$ cat config.mk
export PLATFORM = sky130hd
export DESIGN_NAME = poc_ctrl
export DESIGN_NICKNAME = d
export VERILOG_FILES = /design/src/path_oram_controller_unit_assert.svh /design/src/poc_pkg.sv /design/src/poc_ctrl.sv
export SDC_FILE = /design/constraint.sdc
export NUM_CORES = 1
export LEC_CHECK = 0
export ABC_AREA = 1
export BUFFER_PORTS_ARGS = -buffer_cell sky130_fd_sc_hd__buf_2
export CAP_MARGIN = 20
export CORE_MARGIN = 10
export CORE_UTILIZATION = 55
export CTS_BUF_LIST = sky130_fd_sc_hd__clkbuf_4 sky130_fd_sc_hd__clkbuf_8
export DETAILED_ROUTE_END_ITERATION = 8
export PLACE_DENSITY_LB_ADDON = 0.2
export SLEW_MARGIN = 10
export SYNTH_ARGS = -nofsm -noshare
export SYNTH_HDL_FRONTEND = slang
export SYNTH_SLANG_ARGS = --single-unit
$ cat constraint.sdc
create_clock -name clk -period 3 [get_ports clk]
set_clock_uncertainty 0.1 [all_clocks]
set_input_delay 0.45 -clock clk [delete_from_list [all_inputs] [get_ports clk]]
set_output_delay 0.45 -clock clk [all_outputs]
set_load 0.02 [all_outputs]
$ cat src/path_oram_controller_unit_assert.svh
// Assertion macros for the path ORAM controller unit.
// Used by path_oram_controller_unit.sv; the enclosing module supplies clk and rst_n.
`ifndef PATH_ORAM_CONTROLLER_UNIT_ASSERT_SVH
`define PATH_ORAM_CONTROLLER_UNIT_ASSERT_SVH
`ifndef SYNTH
// Property checked at every clock edge outside reset.
`define POC_ASSERT(lbl, prop) \
    lbl: assert property (@(posedge clk) disable iff (!rst_n) prop) \
        else $error("path oram controller check failed");
// Expression that must never be true.
`define POC_NEVER(lbl, expr) \
    `POC_ASSERT(lbl, !(expr))
`else
`define POC_ASSERT(lbl, prop)
`define POC_NEVER(lbl, expr)
`endif
`endif

$ cat src/poc_pkg.sv
// Shared constants, word types and path helpers for the path ORAM controller.
// No dependencies.
package poc_pkg;

    localparam int TREE_LEVELS  = 8;
    localparam int BUCKET_SLOTS = 4;
    localparam int STASH_DEPTH  = 64;
    localparam int ADDR_BITS    = 10;
    localparam int DATA_BITS    = 64;
    localparam int META_BITS    = 16;

    localparam int LEAF_BITS   = TREE_LEVELS - 1;
    localparam int NODE_COUNT  = (1 << TREE_LEVELS) - 1;
    localparam int SLOT_COUNT  = NODE_COUNT * BUCKET_SLOTS;
    localparam int SLOT_W      = $clog2(SLOT_COUNT);
    localparam int ADDR_SPACE  = 1 << ADDR_BITS;
    localparam int CLR_DEPTH   = (ADDR_SPACE > SLOT_COUNT) ? ADDR_SPACE : SLOT_COUNT;
    localparam int CLR_W       = $clog2(CLR_DEPTH);
    localparam int LVL_W       = (TREE_LEVELS > 2) ? $clog2(TREE_LEVELS) : 1;
    localparam int CNT_W       = $clog2(BUCKET_SLOTS + 1);
    localparam int STASH_W     = $clog2(STASH_DEPTH);

    // Request word
    typedef struct packed {
        logic                 action;
        logic [ADDR_BITS-1:0] addr;
        logic [DATA_BITS-1:0] write_data;
        logic [META_BITS-1:0] write_meta;
        logic [LEAF_BITS-1:0] new_leaf;
    } req_t;

    // Response word
    typedef struct packed {
        logic [DATA_BITS-1:0] read_data;
        logic [META_BITS-1:0] read_meta;
        logic                 hit;
        logic [LEAF_BITS-1:0] old_leaf;
        logic                 stash_full;
    } rsp_t;

    // One stored block
    typedef struct packed {
        logic [ADDR_BITS-1:0] addr;
        logic [LEAF_BITS-1:0] leaf;
        logic [DATA_BITS-1:0] data;
        logic [META_BITS-1:0] meta;
    } blk_t;

    // One tree slot
    typedef struct packed {
        logic valid;
        blk_t blk;
    } slot_t;

    // Controller to datapath
    typedef struct packed {
        logic               clr_wr;
        logic [CLR_W-1:0]   clr_idx;
        logic               load;
        logic               pm_chk;
        logic [LVL_W-1:0]   lvl;
        logic [CNT_W-1:0]   slot;
        logic               slot_put;
        logic [STASH_W-1:0] st_k;
        logic [STASH_W-1:0] chk_k;
        logic               find_chk;
        logic               update;
        logic               wb_chk;
        logic               wb_fill;
        logic               out_load;
    } cmd_t;

    // Datapath to controller
    typedef struct packed {
        logic skip;
        logic match;
        logic take;
        logic out_room;
    } stat_t;

    // Slot index of bucket entry 'slot' at depth 'lvl' on the path to 'leaf'
    function automatic logic [SLOT_W-1:0] slot_index(
        input logic [LEAF_BITS-1:0] leaf,
        input logic [LVL_W-1:0]     lvl,
        input logic [CNT_W-1:0]     slot
    );
        logic [TREE_LEVELS-1:0] off;
        logic [TREE_LEVELS-1:0] node;
        off = '0;
        // leaf bit 0 picks the first branch, so it ends up as the MSB of the offset
        for (int i = 0; i < LEAF_BITS; i++) begin
            if (i < int'(lvl)) begin
                off = {off[TREE_LEVELS-2:0], leaf[i]};
            end
        end
        node = (TREE_LEVELS'(1) << lvl) - TREE_LEVELS'(1) + off;
        return SLOT_W'(int'(node) * BUCKET_SLOTS + int'(slot));
    endfunction

    // Low 'lvl' leaf bits set
    function automatic logic [LEAF_BITS-1:0] leaf_mask(input logic [LVL_W-1:0] lvl);
        return ~({LEAF_BITS{1'b1}} << lvl);
    endfunction

endpackage

$ cat src/poc_ctrl.sv
// Controller state machine for the path ORAM controller.
// Depends on poc_pkg; drives poc_dp through cmd_t and reads stat_t.
module poc_ctrl (
    input  logic            clk,
    input  logic            rst_n,
    input  logic            req_valid,
    output logic            req_ready,
    input  poc_pkg::stat_t  stat,
    output poc_pkg::cmd_t   cmd
);

    localparam logic [3:0] S_CLEAR  = 4'd0;
    localparam logic [3:0] S_IDLE   = 4'd1;
    localparam logic [3:0] S_PMAP   = 4'd2;
    localparam logic [3:0] S_PCHK   = 4'd3;
    localparam logic [3:0] S_PATH   = 4'd4;
    localparam logic [3:0] S_FIND   = 4'd5;
    localparam logic [3:0] S_UPDATE = 4'd6;
    localparam logic [3:0] S_WBSCAN = 4'd7;
    localparam logic [3:0] S_WBFILL = 4'd8;
    localparam logic [3:0] S_DONE   = 4'd9;

    localparam logic [poc_pkg::LVL_W-1:0]   LVL_TOP = poc_pkg::LVL_W'(poc_pkg::TREE_LEVELS - 1);
    localparam logic [poc_pkg::CNT_W-1:0]   SLOTS   = poc_pkg::CNT_W'(poc_pkg::BUCKET_SLOTS);
    localparam logic [poc_pkg::STASH_W:0]   SDEPTH  = (poc_pkg::STASH_W + 1)'(poc_pkg::STASH_DEPTH);
    localparam logic [poc_pkg::CLR_W-1:0]   CLR_END = poc_pkg::CLR_W'(poc_pkg::CLR_DEPTH - 1);

    logic [3:0]                   state_reg, state_next;
    logic [poc_pkg::CLR_W-1:0]    clr_reg, clr_next;
    logic [poc_pkg::LVL_W-1:0]    lvl_reg, lvl_next;
    logic [poc_pkg::CNT_W-1:0]    j_reg, j_next;
    logic [poc_pkg::STASH_W:0]    k_reg, k_next;
    logic                         chk_reg, chk_next;
    logic [poc_pkg::STASH_W-1:0]  chk_k_reg, chk_k_next;
    logic                         iss_done_reg, iss_done_next;

    assign req_ready = (state_reg == S_IDLE);

    // Next state and commands
    always_comb
    begin
        state_next    = state_reg;
        clr_next      = clr_reg;
        lvl_next      = lvl_reg;
        j_next        = j_reg;
        k_next        = k_reg;
        chk_next      = 1'b0;
        chk_k_next    = chk_k_reg;
        iss_done_next = iss_done_reg;
        cmd           = '0;
        cmd.clr_idx   = clr_reg;
        cmd.lvl       = lvl_reg;
        cmd.slot      = j_reg;
        cmd.st_k      = k_reg[poc_pkg::STASH_W-1:0];
        cmd.chk_k     = chk_k_reg;
        unique case (state_reg)
            S_CLEAR:
            begin
                cmd.clr_wr = 1'b1;
                if (clr_reg == CLR_END)
                begin
                    state_next = S_IDLE;
                end
                else
                begin
                    clr_next = clr_reg + 1'b1;
                end
            end
            S_IDLE:
            begin
                if (req_valid)
                begin
                    cmd.load   = 1'b1;
                    state_next = S_PMAP;
                end
            end
            S_PMAP:
            begin
                state_next = S_PCHK;
            end
            S_PCHK:
            begin
                cmd.pm_chk    = 1'b1;
                lvl_next      = '0;
                j_next        = '0;
                iss_done_next = 1'b0;
                state_next    = stat.skip ? S_DONE : S_PATH;
            end
            // read the path, one slot a cycle, each slot checked once its read data is registered
            S_PATH:
            begin
                cmd.slot_put = chk_reg;
                if (!iss_done_reg)
                begin
                    chk_next = 1'b1;
                    if (j_reg == SLOTS - 1'b1)
                    begin
                        j_next = '0;
                        if (lvl_reg == LVL_TOP)
                        begin
                            iss_done_next = 1'b1;
                        end
                        else
                        begin
                            lvl_next = lvl_reg + 1'b1;
                        end
                    end
                    else
                    begin
                        j_next = j_reg + 1'b1;
                    end
                end
                else if (!chk_reg)
                begin
                    k_next     = '0;
                    state_next = S_FIND;
                end
            end
            // scan the stash for the addressed block
            S_FIND:
            begin
                cmd.find_chk = chk_reg;
                if (stat.match)
                begin
                    state_next = S_UPDATE;
                end
                else if (k_reg < SDEPTH)
                begin
                    chk_next   = 1'b1;
                    chk_k_next = k_reg[poc_pkg::STASH_W-1:0];
                    k_next     = k_reg + 1'b1;
                end
                else if (!chk_reg)
                begin
                    state_next = S_UPDATE;
                end
            end
            S_UPDATE:
            begin
                cmd.update = 1'b1;
                lvl_next   = LVL_TOP;
                j_next     = '0;
                k_next     = '0;
                state_next = S_WBSCAN;
            end
            // scan the stash for blocks that fit this bucket
            S_WBSCAN:
            begin
                cmd.wb_chk = chk_reg;
                if (stat.take)
                begin
                    j_next = j_reg + 1'b1;
                end
                if (j_reg == SLOTS)
                begin
                    state_next = S_WBFILL;
                end
                else if (k_reg < SDEPTH)
                begin
                    chk_next   = 1'b1;
                    chk_k_next = k_reg[poc_pkg::STASH_W-1:0];
                    k_next     = k_reg + 1'b1;
                end
                else if (!chk_reg)
                begin
                    state_next = S_WBFILL;
                end
            end
            // empty the rest of the bucket, then move one level up or, at the root, finish
            S_WBFILL:
            begin
                if (j_reg < SLOTS)
                begin
                    cmd.wb_fill = 1'b1;
                    j_next      = j_reg + 1'b1;
                end
                else if (lvl_reg == '0)
                begin
                    state_next = S_DONE;
                end
                else
                begin
                    lvl_next   = lvl_reg - 1'b1;
                    j_next     = '0;
                    k_next     = '0;
                    state_next = S_WBSCAN;
                end
            end
            S_DONE:
            begin
                if (stat.out_room)
                begin
                    cmd.out_load = 1'b1;
                    state_next   = S_IDLE;
                end
            end
            default:
            begin
                state_next = S_IDLE;
            end
        endcase
    end

    always_ff @(posedge clk or negedge rst_n)
    begin
        if (!rst_n)
        begin
            state_reg    <= S_CLEAR;
            clr_reg      <= '0;
            lvl_reg      <= '0;
            j_reg        <= '0;
            k_reg        <= '0;
            chk_reg      <= 1'b0;
            chk_k_reg    <= '0;
            iss_done_reg <= 1'b0;
        end
        else
        begin
            state_reg    <= state_next;
            clr_reg      <= clr_next;
            lvl_reg      <= lvl_next;
            j_reg        <= j_next;
            k_reg        <= k_next;
            chk_reg      <= chk_next;
            chk_k_reg    <= chk_k_next;
            iss_done_reg <= iss_done_next;
        end
    end

endmodule

---- Yosys cells after proc, flatten, opt, wreduce, memory -nomap -nowiden ----
Cells that the tools add are included.
word-level totals
  input bits .............................. 7
  output and inout port bits .............. 38
  register bits after elaboration ......... 35
  word-level logic and storage cells ...... 121
operators by class
  mux-type cells .......................... 60
  reductions and logical operators ........ 14
  equal/unequal tests ..................... 31
  $lt $le $gt $ge ......................... 2
  bitwise operators ....................... 1
  add/subtract/negate cells ............... 5
operators with widths
  kind                                                             count
  4-bit two-way mux                                                14
  7-bit two-way mux                                                7
  4-bit case mux with 10 select lines                              1
  7-bit case mux with 5 select lines                               1
  3-bit two-way mux                                                10
  2-bit != test, second input constant                             13
  3-bit case mux with 4 select lines                               2
  1-bit two-way mux                                                19
  6-bit two-way mux                                                3
  4-bit by 3-bit == test with 1-bit output, second input constant  4
  3-bit != test, second input constant                             5
  6-bit case mux with 2 select lines                               1
  10-bit by 1-bit adder with 10-bit output, second input constant  1
  10-bit == test, second input constant                            1
  10-bit AND reduction                                             1
  4-bit by 2-bit == test with 1-bit output, second input constant  2
  4-bit == test, second input constant                             2
  4-bit nonzero test                                               2
  7-bit by 1-bit adder with 7-bit output, second input constant    1
  7-bit less-than comparator, second input constant                1
  7-bit AND reduction                                              1
  3-bit by 1-bit adder with 3-bit output, second input constant    2
  3-bit == test, second input constant                             2
  6-bit AND reduction                                              1
  other kinds (15)                                                 16

---- Longest topological paths before layout ----
Gate-level depths: netlist of run 1.
  depth in word-level cells ............... 5
  gate-level depth with buffers ........... 16

---- Least setup slack after synthesis of run 1 ----
Ideal clock, no wire load.
  kind .................................... flip-flop to flip-flop
  start ................................... register state_reg[3]
  end ..................................... register clr_reg[8] (netlist bit)
  setup time .............................. 123 ps
  path buffers ............................ 0
  required time ........................... 2777 ps
  slack ................................... 1194 ps
  stages on the path, launching flop included .. 8
  arrival ................................. 1584 ps
  cell sequence ........................... dfrtp_1 -> inv_2 -> nand2_1 -> nor2_1 -> nand2_2 -> nor2_2 -> nand2_1 -> xor2_1
between the ends
  cells in the longest elaborated chain, start to end .. 2
ends and longest elaborated chain
  item                                  line             RTL
  from (decl)                           poc_ctrl.sv:28   logic [3:0] state_reg, state_next;
  from (signal assigned)                poc_ctrl.sv:219  state_reg <= state_next;
  4-bit zero test                       poc_ctrl.sv:56   unique case (state_reg)
  2-bit AND reduction (no source line)  n/a
  to (signal assigned)                  poc_ctrl.sv:220  clr_reg <= clr_next;
  to (decl)                             poc_ctrl.sv:29   logic [poc_pkg::CLR_W-1:0] clr_reg, clr_next;
Every way passes these cells.
A chain may end at the register's enable or synchronous reset.

==> metrics.md, run 1 <==
| Metric | Value |
|---|---|
| Core area | `between 4000 and 5000 um2` |
| Hpwl dp | `approximately 4.3 mm` |
| Post-route DRC | `0` |
| Slew Viols, Final | `0` |
| Total negative slack | `0 ps` |
| Via density | `a little over 5` |
| Max Freq | `around 460 MHz` |
| Hold crit path type | `in2async` |
| Max clock buf depth | `2` |
| Fin Hold WS | `roughly 140 ps` |
| First-pass GRT wire length | `9.556 mm` |
| Iter 0 DRT Violations | `roughly 130` |
| Largest net degree at the start of global routing | `36` |
| # port buffers | `44` |
| Post_cts resized | `0` |
| Area growth, synth to finish | `14.99%` |
| Worst EP required | `between 2000 and 2500 ps` |
| Flops & latches, synth | `35` |
| Layout Cells excl Fill | `between 400 and 500` |
| WP data arrival | `~1600 ps` |
| Dpl ws | `1015 ps` |
| Adder-Cell Fraction of Synth Area | `roughly 4.3%` |
| Syn Inst Count | `~320` |
| # diodes | `0` |
| Slew @ Worst Pin | `roughly 800 ps` |
| Setup violators final | `0` |
| Main combinational cell family by area after synthesis | `simple AND/OR/NAND/NOR gates` |
| Antenna violations before repair | `0` |
| Worst r2r src | `state_reg[1]` |
| Gpl congestion | `between 0.9 and 1` |
| Slowest stage delay, CP | `approximately 470 ps` |
| Post-synthesis simple-gate area fraction | `between 30% and 40%` |
| Power Density | `about 350 nW/um2` |
| Crit start category | `flip-flop` |
| Synthesized net count | `339` |
| Die height | `between 80 and 90 um` |
| # IOs | `between 40 and 50` |
| Antenna Nets Post-Route | `0` |
| Overall routing resource usage | `15.57%` |
| Most frequent cells in the layout | `109 x nand2_1, 44 x buf_2, 36 x inv_1` |
| Synth Area per Inst | `approximately 7 um2` |
| Post-Synth XOR/XNOR Area | `under 10%` |
| Post-DR wirelength/cell | `13.06 um` |
| Crit end category | `output pin` |
| Delay-heaviest family, CP | `simple AND/OR/NAND/NOR gates` |
| Synth Area in Compound Gates | `about 6.3%` |
| Most common cell after layout, fill and taps aside | `nand2_1` |
| Post-synth ARST share | `100.0%` |
| Total CTS buffers | `5` |
| Synth Cell Area | `about 2300 um2` |
| Die W | `about 85 um` |
| Leak Pwr | `around 1.4 nW` |
| Crit Path Category | `reg2out` |
| Worst-skew pair later-pin latency | `roughly 290 ps` |
| Worst vdd ir | `around 240 uV` |
| Most used DFF post-synth | `dfrtp_1` |
| Sum of buffers and inverters on the critical path | `2` |
| Setup ws final | `around 850 ps` |
| Grt total ovfl | `0` |
| Post-synthesis mux area share | `less than 1%` |
| Critical-path top delay cell | `dfrtp_1` |
| Die area | `between 7000 and 8000 um2` |
| Crit. Startpoint | `state_reg[0]` |
| Worst-path clk slew | `80 ps` |
| Worst rel slew slack | `between 40% and 50%` |
| Max-cap violations | `0` |
| Unique masters post-synth | `31` |
| Routed Wire Length | `5.471 mm` |
| Pre-antenna DRT Iters | `4` |
| Seq/Total Area, Yosys | `around 38%` |
| Crit path time final | `~2200 ps` |
| Final nets | `~380` |
| Yosys warning count | `0` |
| Fin crit share | `71.83%` |
| Post-CTS setup buffer count | `0` |
| Placed cells | `roughly 410` |
| Starting density of the core | `between 50% and 60%` |
| Max reg flops | `10` |
| RSZ-0062 raised after global routing | `false` |
| CTS tree | `built` |
| # hold bufs at CTS | `0` |
| Core Rows | `23` |
| Status | `completed` |
| Vias in the first global route | `approximately 2100` |
| Placement Cell Area | `2550 um2` |
| Worst-path maximum fanout | `7` |
| Fin. Hold Viols | `0` |
| CP Cell Sequence | `nor2_2 > nand3_1 > inv_1 > buf_2` |
| Vias after detailed routing | `between 2000 and 2500` |
| CTS H-tree depth | `2` |
| Clock Sinks | `35` |
| Post-synth EDFFs | `0` |
| Post-route cell area | `~2700 um2` |
| Root Buffer | `clkbuf_8` |
| Share of layout cells above drive strength 1 | `between 20 and 25%` |
path summary, 6_finish.rpt:
path | end | slack [ps] | cells past startpoint
max | cmd[1] | 850 | 4
min | clr_reg[3] | 140 | 1
max reg2reg | chk_k_reg[1] | 1020 | 6
min reg2reg | chk_k_reg[0] | 410 | 1
max in group asynchronous | clr_reg[1] | 2150 | 1
min in group clk | chk_k_reg[0] | 410 | 1
Yosys cell counts, types with 4 or more instances:
| cell type | count | area, um2 |
|---|---|---|
| nand2_1 | 109 | 409.1 |
| inv_1 | 36 | 135.1 |
| dfrtp_1 | 35 | 875.8 |
| nand3_1 | 35 | 175.2 |
| nor2_1 | 24 | 90.09 |
| a21oi_1 | 13 | 65.06 |
| ha_1 | 8 | 100.1 |
| buf_4 | 7 | 52.55 |
| inv_2 | 5 | 18.77 |
| nor2_2 | 5 | 31.28 |
| nand2_2 | 4 | 25.02 |
| nand4_1 | 4 | 25.02 |
| nor2_4 | 4 | 45.04 |
| nor3_1 | 4 | 20.02 |
| o21ai_0 | 4 | 20.02 |
| xnor2_1 | 4 | 35.03 |
power by group:
| group | internal (mW) | leakage [nW] | switching, mW |
|---|---|---|---|
| combinational | 0.00307 | 0.904 | 0.0114 |
| clock | 0.269 | 0.0612 | 0.176 |
| sequential | 0.471 | 0.449 | 0 |
routing by layer:
layer / GRT usage, % / part of all wire, % / up-vias
met2: 25.20 / 47 / 52
met5: 0 / 0 / -
met4: 5.389 / 0.53 / 0
li1: - / - / 1113
met1: 18.89 / 46 / 979
met3: 5.067 / 6.7 / 4
kinds of logic (layout without fill, tap and decap cells):
| group | count (synthesis) | after routing |
|---|---|---|
| flip-flops | 35 | 35 |
| multiplexers | 1 | 1 |
| AO/OA/AOI/OAI | 25 | 25 |
| XOR/XNOR | 7 | 7 |
| buffers and inverters | 49 | 94 |
| AND/OR/NAND/NOR | 199 | 199 |
| adder cells (fa/ha/maj) | 8 | 8 |
worst reg2reg max path: cells and delay by family (launching register included):
kind | cells | cell delay, ps
mux | 1 | 400
buf+inv | 1 | 100
flops | 1 | 450
simple gates | 4 | 810
stage by stage:
step	util, %	power (mW)
after global placement	63.29	0.4960
final	66.21	0.9310
after detailed placement	63.29	0.4962
after floorplan	-	0.4819
after global routing	66.21	0.9653
after CTS	66.21	0.9423
cell type report:
type	count	area, um2
multi-input combinational	240	1234
timing repair buffer	44	220.2
fill	374	1361
tap	50	62.56
inverter	42	157.7
clock inverter	2	35.03
clock buffer	6	82.58
sequential	35	875.8
Power figures use the tool's default switching activity.
==> run 2, diff against run 1 <==
==> constraint.sdc (replaced) <==
create_clock -name clk -period 2.2 [get_ports clk]
set_clock_uncertainty 0.1 [all_clocks]
set_input_delay 0.33 -clock clk [delete_from_list [all_inputs] [get_ports clk]]
set_output_delay 0.33 -clock clk [all_outputs]
set_load 0.02 [all_outputs]
==> run 2 against run 1 <==
Sequential power increased by 37%; register-to-register slack got worse by 630 ps; global-route usage about the same; cell count increased by 0.24%; clock-buffer cell count increased by 2; total power increased by 28%; die area unchanged; first-iteration DRC count increased by 50%; combinational power increased by 39%; sequential cell count unchanged.
==> metrics.md, run 2 (synthesis results as in run 1) <==
| Metric | Value |
|---|---|
| CTS H-tree depth | `2 (unchanged)` |
| Fin. Hold Viols | `0 (unchanged)` |
| Power Density | `446.7 nW/um2 (was 349.0 nW/um2)` |
| First-pass GRT wire length | `9.528 mm (was 9.556 mm)` |
| Antenna Nets Post-Route | `0 (unchanged)` |
| Die area | `7216 um2 (unchanged)` |
| Iter 0 DRT Violations | `197 (was 131)` |
| Leak Pwr | `1.416 nW (was 1.414 nW)` |
| Post-route DRC | `0 (unchanged)` |
| Layout fillers | `368 (was 374)` |
| Worst-path maximum fanout | `5 (was 7)` |
| Post-DR wirelength/cell | `13.23 um (was 13.06 um)` |
| Largest net degree at the start of global routing | `36 (unchanged)` |
| Crit end category | `output pin (unchanged)` |
| # diodes | `0 (unchanged)` |
| Worst rel slew slack | `47.08% (was 46.88%)` |
| # hold bufs at CTS | `0 (unchanged)` |
| Clock Sinks | `35 (unchanged)` |
| Max reg flops | `10 (unchanged)` |
| R2R depth | `16 (was 6)` |
| Hold crit path type | `in2async (unchanged)` |
| Antenna violations before repair | `0 (unchanged)` |
| Slew @ Worst Pin | `793.8 ps (was 796.9 ps)` |
| # IOs | `45 (unchanged)` |
| Total CTS buffers | `5 (unchanged)` |
| Final nets | `384 (was 383)` |
| Crit path time final | `2078 ps` |
| Overall routing resource usage | `15.61% (was 15.57%)` |
| Vias in the first global route | `2116 (was 2125)` |
| Core area | `4029 um2 (unchanged)` |
| Worst reg-to-reg setup slack | `390 ps (was 1020 ps)` |
| FF-to-FF End | `lvl_reg[2] (was chk_k_reg[1])` |
| Worst-path clk slew | `70 ps (was 80 ps)` |
| RSZ-0062 raised after global routing | `false (unchanged)` |
| Die height | `84.95 um (unchanged)` |
| Setup violators final | `0 (unchanged)` |
| Worst r2r src | `state_reg[3] (was state_reg[1])` |
| Via density | `5.188 (was 5.126)` |
| Slew Viols, Final | `0 (unchanged)` |
| Worst vdd ir | `284.4 uV (was 244.4 uV)` |
| Total negative slack | `0 ps (unchanged)` |
| Die W | `84.95 um (unchanged)` |
| Vias after detailed routing | `2179 (was 2148)` |
| Worst-skew pair later-pin latency | `290 ps (about the same)` |
| Worst EP required | `1770 ps (was 2450 ps)` |
| Grt total ovfl | `0 (unchanged)` |
| Crit Path Category | `reg2out (unchanged)` |
| Most frequent cells in the layout | `109 x nand2_1, 44 x buf_2, 36 x inv_1 (unchanged)` |
| Area growth, synth to finish | `14.94% (was 14.99%)` |
| Max-cap violations | `0 (unchanged)` |
| Core Rows | `23 (unchanged)` |
| Hpwl dp | `4.340 mm (was 4.302 mm)` |
| Max clock buf depth | `2 (unchanged)` |
| WP data arrival | `1650 ps (was 1600 ps)` |
| Max Freq | `481.3 MHz` |
| Crit start category | `flip-flop (unchanged)` |
| Root Buffer | `clkbuf_8 (unchanged)` |
| Pre-antenna DRT Iters | `4 (unchanged)` |
| # port buffers | `44 (unchanged)` |
| Starting density of the core | `57.58% (unchanged)` |
| Tot Pwr | `1.191 mW (was 0.9310 mW)` |
| Status | `completed (unchanged)` |
| Fin crit share | `a little over nine tenths` |
| Share of layout cells above drive strength 1 | `21.89% (was 21.68%)` |
| Most common cell after layout, fill and taps aside | `nand2_1 (unchanged)` |
| Gpl congestion | `0.9044 (was 0.9393)` |
| CTS tree | `built (unchanged)` |
| Routed Wire Length | `5.557 mm (was 5.471 mm)` |
==> run 2: changes by cell type in the layout (fill, tap and decap cells not counted), sizes merged <==
cell,before,now
bufinv,1,0
clkbuf,6,8
buf,44,45
clkinv,2,1
==> run 2: what timing repair did <==
item                                    4_1_cts  5_1_grt
buffers inserted                              0        0
gates resized for setup                       0        1
endpoints found under the setup margin        0        1
==> run 2: layout make-up <==
class | count | area [um2] | area share, %
multi-input combinational | 240 | 1239 | 46.46
clock buffer | 8 | 103.9 | 3.895
tap | 50 | 62.56 | 2.346
inverter | 42 | 157.7 | 5.913
timing repair buffer | 45 | 227.7 | 8.541
sequential | 35 | 875.8 | 32.85
==> run 2: metal layers <==
metal | share of wire [%] | vias to the layer above | GRT usage, %
met5 | 0 | - | 0
met4 | 0.92 | 0 | 4.491
met3 | 7.1 | 5 | 5.641
met2 | 47 | 57 | 25.41
met1 | 45 | 994 | 18.83
li1 | - | 1123 | -
==> run 2: worst max-delay path by stage <==
stage / startpoint / depth (start not counted) / slack, ps / to
CTS: state_reg[0] / 4 / 120 / cmd[1]
global route: state_reg[3] / 6 / 8 / cmd[17]
global placement: state_reg[0] / 15 / 420 / lvl_reg[2]
floorplan: state_reg[3] / 7 / 390 / clr_reg[8]
detailed placement: state_reg[0] / 15 / 320 / lvl_reg[2]
finish: state_reg[3] / 6 / 120 / cmd[17]
==> run 2: worst max-delay path: stages (launching register included) <==
cell and delay, ps:
dfrtp_1 450, inv_2 160, nand2_4 90, nor2_1 290, nand2_2 150, inv_1 70
buf_2 160
==> run 2: power breakdown <==
group / total [mW] / internal [mW] / switching [mW] / leakage (nW)
Clock: 0.528 / 0.298 / 0.230 / 0.0549
Sequential: 0.643 / 0.643 / 0 / 0.449
Combinational: 0.0202 / 0.00420 / 0.0160 / 0.912
Total: 1.19 / 0.946 / 0.246 / 1.42
==> run 2: metrics by stage <==
step | std cells | instance area, um2 | hold WS [ps] | worst slack, ps | utilization, %
3_3_place_gp | 412 | 2557 | 359.0 | 420.6 | 63.48
6_report | 420 | 2666 | 23.10 | 122.1 | 66.18
4_1_cts | 420 | 2661 | 43.40 | 121.5 | 66.06
5_1_grt | 420 | 2666 | 85.67 | 7.849 | 66.18
3_5_place_dp | 412 | 2557 | 360.5 | 324.8 | 63.48
2_1_floorplan | 324 | 2320 | -65.59 | 393.5 | -
==> run 3, diff against run 2 <==
--- a/config.mk
+++ b/config.mk
@@ -8,12 +8,12 @@
 export ABC_AREA = 1
 export BUFFER_PORTS_ARGS = -buffer_cell sky130_fd_sc_hd__buf_2
 export CAP_MARGIN = 20
+export CORE_ASPECT_RATIO = 1.1
 export CORE_MARGIN = 10
 export CORE_UTILIZATION = 55
 export CTS_BUF_LIST = sky130_fd_sc_hd__clkbuf_4 sky130_fd_sc_hd__clkbuf_8
 export DETAILED_ROUTE_END_ITERATION = 8
 export PLACE_DENSITY_LB_ADDON = 0.2
-export SLEW_MARGIN = 10
 export SYNTH_ARGS = -nofsm -noshare
 export SYNTH_HDL_FRONTEND = slang
 export SYNTH_SLANG_ARGS = --single-unit
==> run 3 against run 2 <==
Worst hold slack better by 6.4 ps; clock power shrank 8.5%; final area fell by 0.70%; setup slack lost 16 ps; die area barely moved; clock-buffer cell count is 2 lower; first-iteration DRC count is 4.1% lower; combinational power hardly changed; non-clock buffer count unchanged; utilization decreased by 0.38 points; critical endpoint unchanged; largest power group unchanged.
==> metrics.md, run 3 (synthesis results as in run 1) <==
| Metric | Value |
|---|---|
| Total CTS buffers | `5 (unchanged)` |
| Status | `completed (unchanged)` |
| Dpl ws | `362.8 ps (was 324.8 ps)` |
| # port buffers | `44 (unchanged)` |
| Critical-path top delay cell | `dfrtp_1 (unchanged)` |
| CTS H-tree depth | `2 (unchanged)` |
| # IOs | `45 (unchanged)` |
| Crit end category | `output pin (unchanged)` |
| Clock Sinks | `35 (unchanged)` |
| Sequential Power Share | `56.1% (was 54.0%)` |
| RSZ-0062 raised after global routing | `false (unchanged)` |
| Via density | `5.195 (was 5.188)` |
| Hold crit path type | `in2async (unchanged)` |
| Antenna Nets Post-Route | `0 (unchanged)` |
| Die W | `81.92 um (was 84.95 um)` |
| Largest net degree at the start of global routing | `36 (unchanged)` |
| Delay-heaviest family, CP | `simple AND/OR/NAND/NOR gates (unchanged)` |
| Setup violators final | `0 (unchanged)` |
| Routed Wire Length | `5.653 mm (was 5.557 mm)` |
| Fin crit share | `95.19% (was 94.45%)` |
| Max clock buf depth | `2 (unchanged)` |
| Power Density | `433.1 nW/um2 (was 446.7 nW/um2)` |
| Starting density of the core | `57.65% (was 57.58%)` |
| Fin. Hold Viols | `0 (unchanged)` |
| Post-layout util | `65.80% (was 66.18%)` |
| Power share of the combinational group | `1.8% (was 1.7%)` |
| Tot Pwr | `1.147 mW (was 1.191 mW)` |
| Slew Viols, Final | `0 (unchanged)` |
| Crit Path Category | `reg2out (unchanged)` |
| Core area | `4024 um2 (was 4029 um2)` |
| CP Cell Sequence | `inv_2 > nand2_4 > nor2_1 > nand2_2 > inv_1 > buf_2 (unchanged)` |
| Post-CTS setup buffer count | `0 (unchanged)` |
| Cell depth of the worst setup path | `6 (unchanged)` |
| Hpwl dp | `4.303 mm (was 4.340 mm)` |
| FF-to-FF End | `state_reg[1] (was lvl_reg[2])` |
| Slowest stage delay, CP | `460 ps (was 450 ps)` |
| Overall routing resource usage | `16.37% (was 15.61%)` |
| Post-route DRC | `0 (unchanged)` |
| Antenna violations before repair | `0 (unchanged)` |
| Share of layout cells above drive strength 1 | `21.68% (was 21.89%)` |
| Crit start category | `flip-flop (unchanged)` |
| Worst-skew pair later-pin latency | `290 ps (about the same)` |
| Most common cell after layout, fill and taps aside | `nand2_1 (unchanged)` |
| Most frequent cells in the layout | `109 x nand2_1, 44 x buf_2, 36 x inv_1 (unchanged)` |
| Max-cap violations | `0 (unchanged)` |
| Die height | `88.12 um (was 84.95 um)` |
| NetSw | `0.2535 mW (was 0.2456 mW)` |
| R2R depth | `8 (was 16)` |
| Post_cts resized | `0 (unchanged)` |
| Pre-antenna DRT Iters | `4 (unchanged)` |
| Final nets | `384 (unchanged)` |
| # diodes | `0 (unchanged)` |
| Worst rel slew slack | `45.36% (was 47.08%)` |
| Internal cell power | `0.8930 mW (was 0.9455 mW)` |
| Clock share of power | `42.1% (was 44.3%)` |
| Post-DR wirelength/cell | `13.43 um (was 13.23 um)` |
| Worst reg-to-reg setup slack | `320 ps (was 390 ps)` |
| Total negative slack | `0 ps (unchanged)` |
| Worst r2r src | `clr_reg[0] (was state_reg[3])` |
| Setup ws final | `105.9 ps (was 122.1 ps)` |
| Max reg flops | `10 (unchanged)` |
| Core Rows | `24 (was 23)` |
| WP data arrival | `1660 ps (was 1650 ps)` |
| Die area | `7218 um2 (was 7216 um2)` |
| Area growth, synth to finish | `14.13% (was 14.94%)` |
| Gpl congestion | `0.8802 (was 0.9044)` |
| Crit path time final | `2094 ps (was 2078 ps)` |
| Grt total ovfl | `0 (unchanged)` |
| Root Buffer | `clkbuf_8 (unchanged)` |
| Crit. Startpoint | `state_reg[3] (unchanged)` |
| Worst vdd ir | `252.2 uV (was 284.4 uV)` |
| Max Freq | `477.5 MHz (was 481.3 MHz)` |
| CTS tree | `built (unchanged)` |
| Worst EP required | `1770 ps (about the same)` |
| Worst Setup EP | `cmd[17] (unchanged)` |
| Worst-path maximum fanout | `5 (unchanged)` |
| # hold bufs at CTS | `0 (unchanged)` |
| First-pass GRT wire length | `9.446 mm (was 9.528 mm)` |
| Slew @ Worst Pin | `819.6 ps (was 793.8 ps)` |
| Worst-path clk slew | `70 ps (about the same)` |
| Vias in the first global route | `2038 (was 2116)` |
| Sw Ratio | `22.11% (was 20.62%)` |
| Leak Pwr | `1.405 nW (was 1.416 nW)` |
| Sum of buffers and inverters on the critical path | `3 (unchanged)` |
| Vias after detailed routing | `2187 (was 2179)` |
| Iter 0 DRT Violations | `189 (was 197)` |
[run 3: changes by cell type in the layout (fill, tap and decap cells not counted), sizes merged]
| cell | previous run | this run |
|---|---|---|
| clkbuf | 8 | 6 |
| clkinv | 1 | 2 |
[run 3: routing by layer]
layer  share of wire, %  vias to the layer above  track usage (%)
met5                  0                        -                0
met4                1.6                        0            5.573
met3                7.6                        8            4.918
met2                 46                       66            26.18
met1                 45                      992            20.41
li1                   -                     1121                -
[run 3: metrics by stage]
step	std cells	cell area (um2)	hold slack, ps
2_1_floorplan	324	2320	-65.59
3_3_place_gp	414	2560	363.2
3_5_place_dp	414	2560	362.9
4_1_cts	421	2648	48.64
5_1_grt	421	2648	85.78
6_report	421	2648	29.50
[run 3: final cells by class]
type,count,area (um2)
flip-flops and latches,35,875.8
well taps,52,65.06
clock buffers,6,82.58
clock inverters,1,5.005
inverters,42,157.7
fillers,397,1376
repair buffers,45,227.7
multi-input cells,240,1234
[run 3: worst min-delay path by stage]
| stage | startpoint | depth (start not counted) | end | slack (ps) |
|---|---|---|---|---|
| after global placement | rst_n | 1 | clr_reg[3] | 360 |
| after detailed placement | rst_n | 1 | clr_reg[6] | 360 |
| after floorplan | rst_n | 0 | chk_k_reg[0] | -70 |
| after global routing | rst_n | 1 | clr_reg[0] | 90 |
| after CTS | rst_n | 1 | clr_reg[0] | 50 |
| final | rst_n | 1 | clr_reg[0] | 30 |
[run 3: worst register-to-register path, delay by kind of cell (launching register included)]
kind / cells / cell delay [ps]
AND/OR/NAND/NOR: 7 / 1010
flip-flops: 1 / 450
adder cells (fa/ha/maj): 1 / 210
[run 3: power by group through the flow]
stage	sequential [mW]	combinational, mW	clock (mW)
floorplan	0.656	0.00144	0
global placement	0.656	0.0211	0
detailed placement	0.656	0.0213	0
CTS	0.643	0.0215	0.492
global route	0.643	0.0246	0.532
finish	0.643	0.0205	0.483
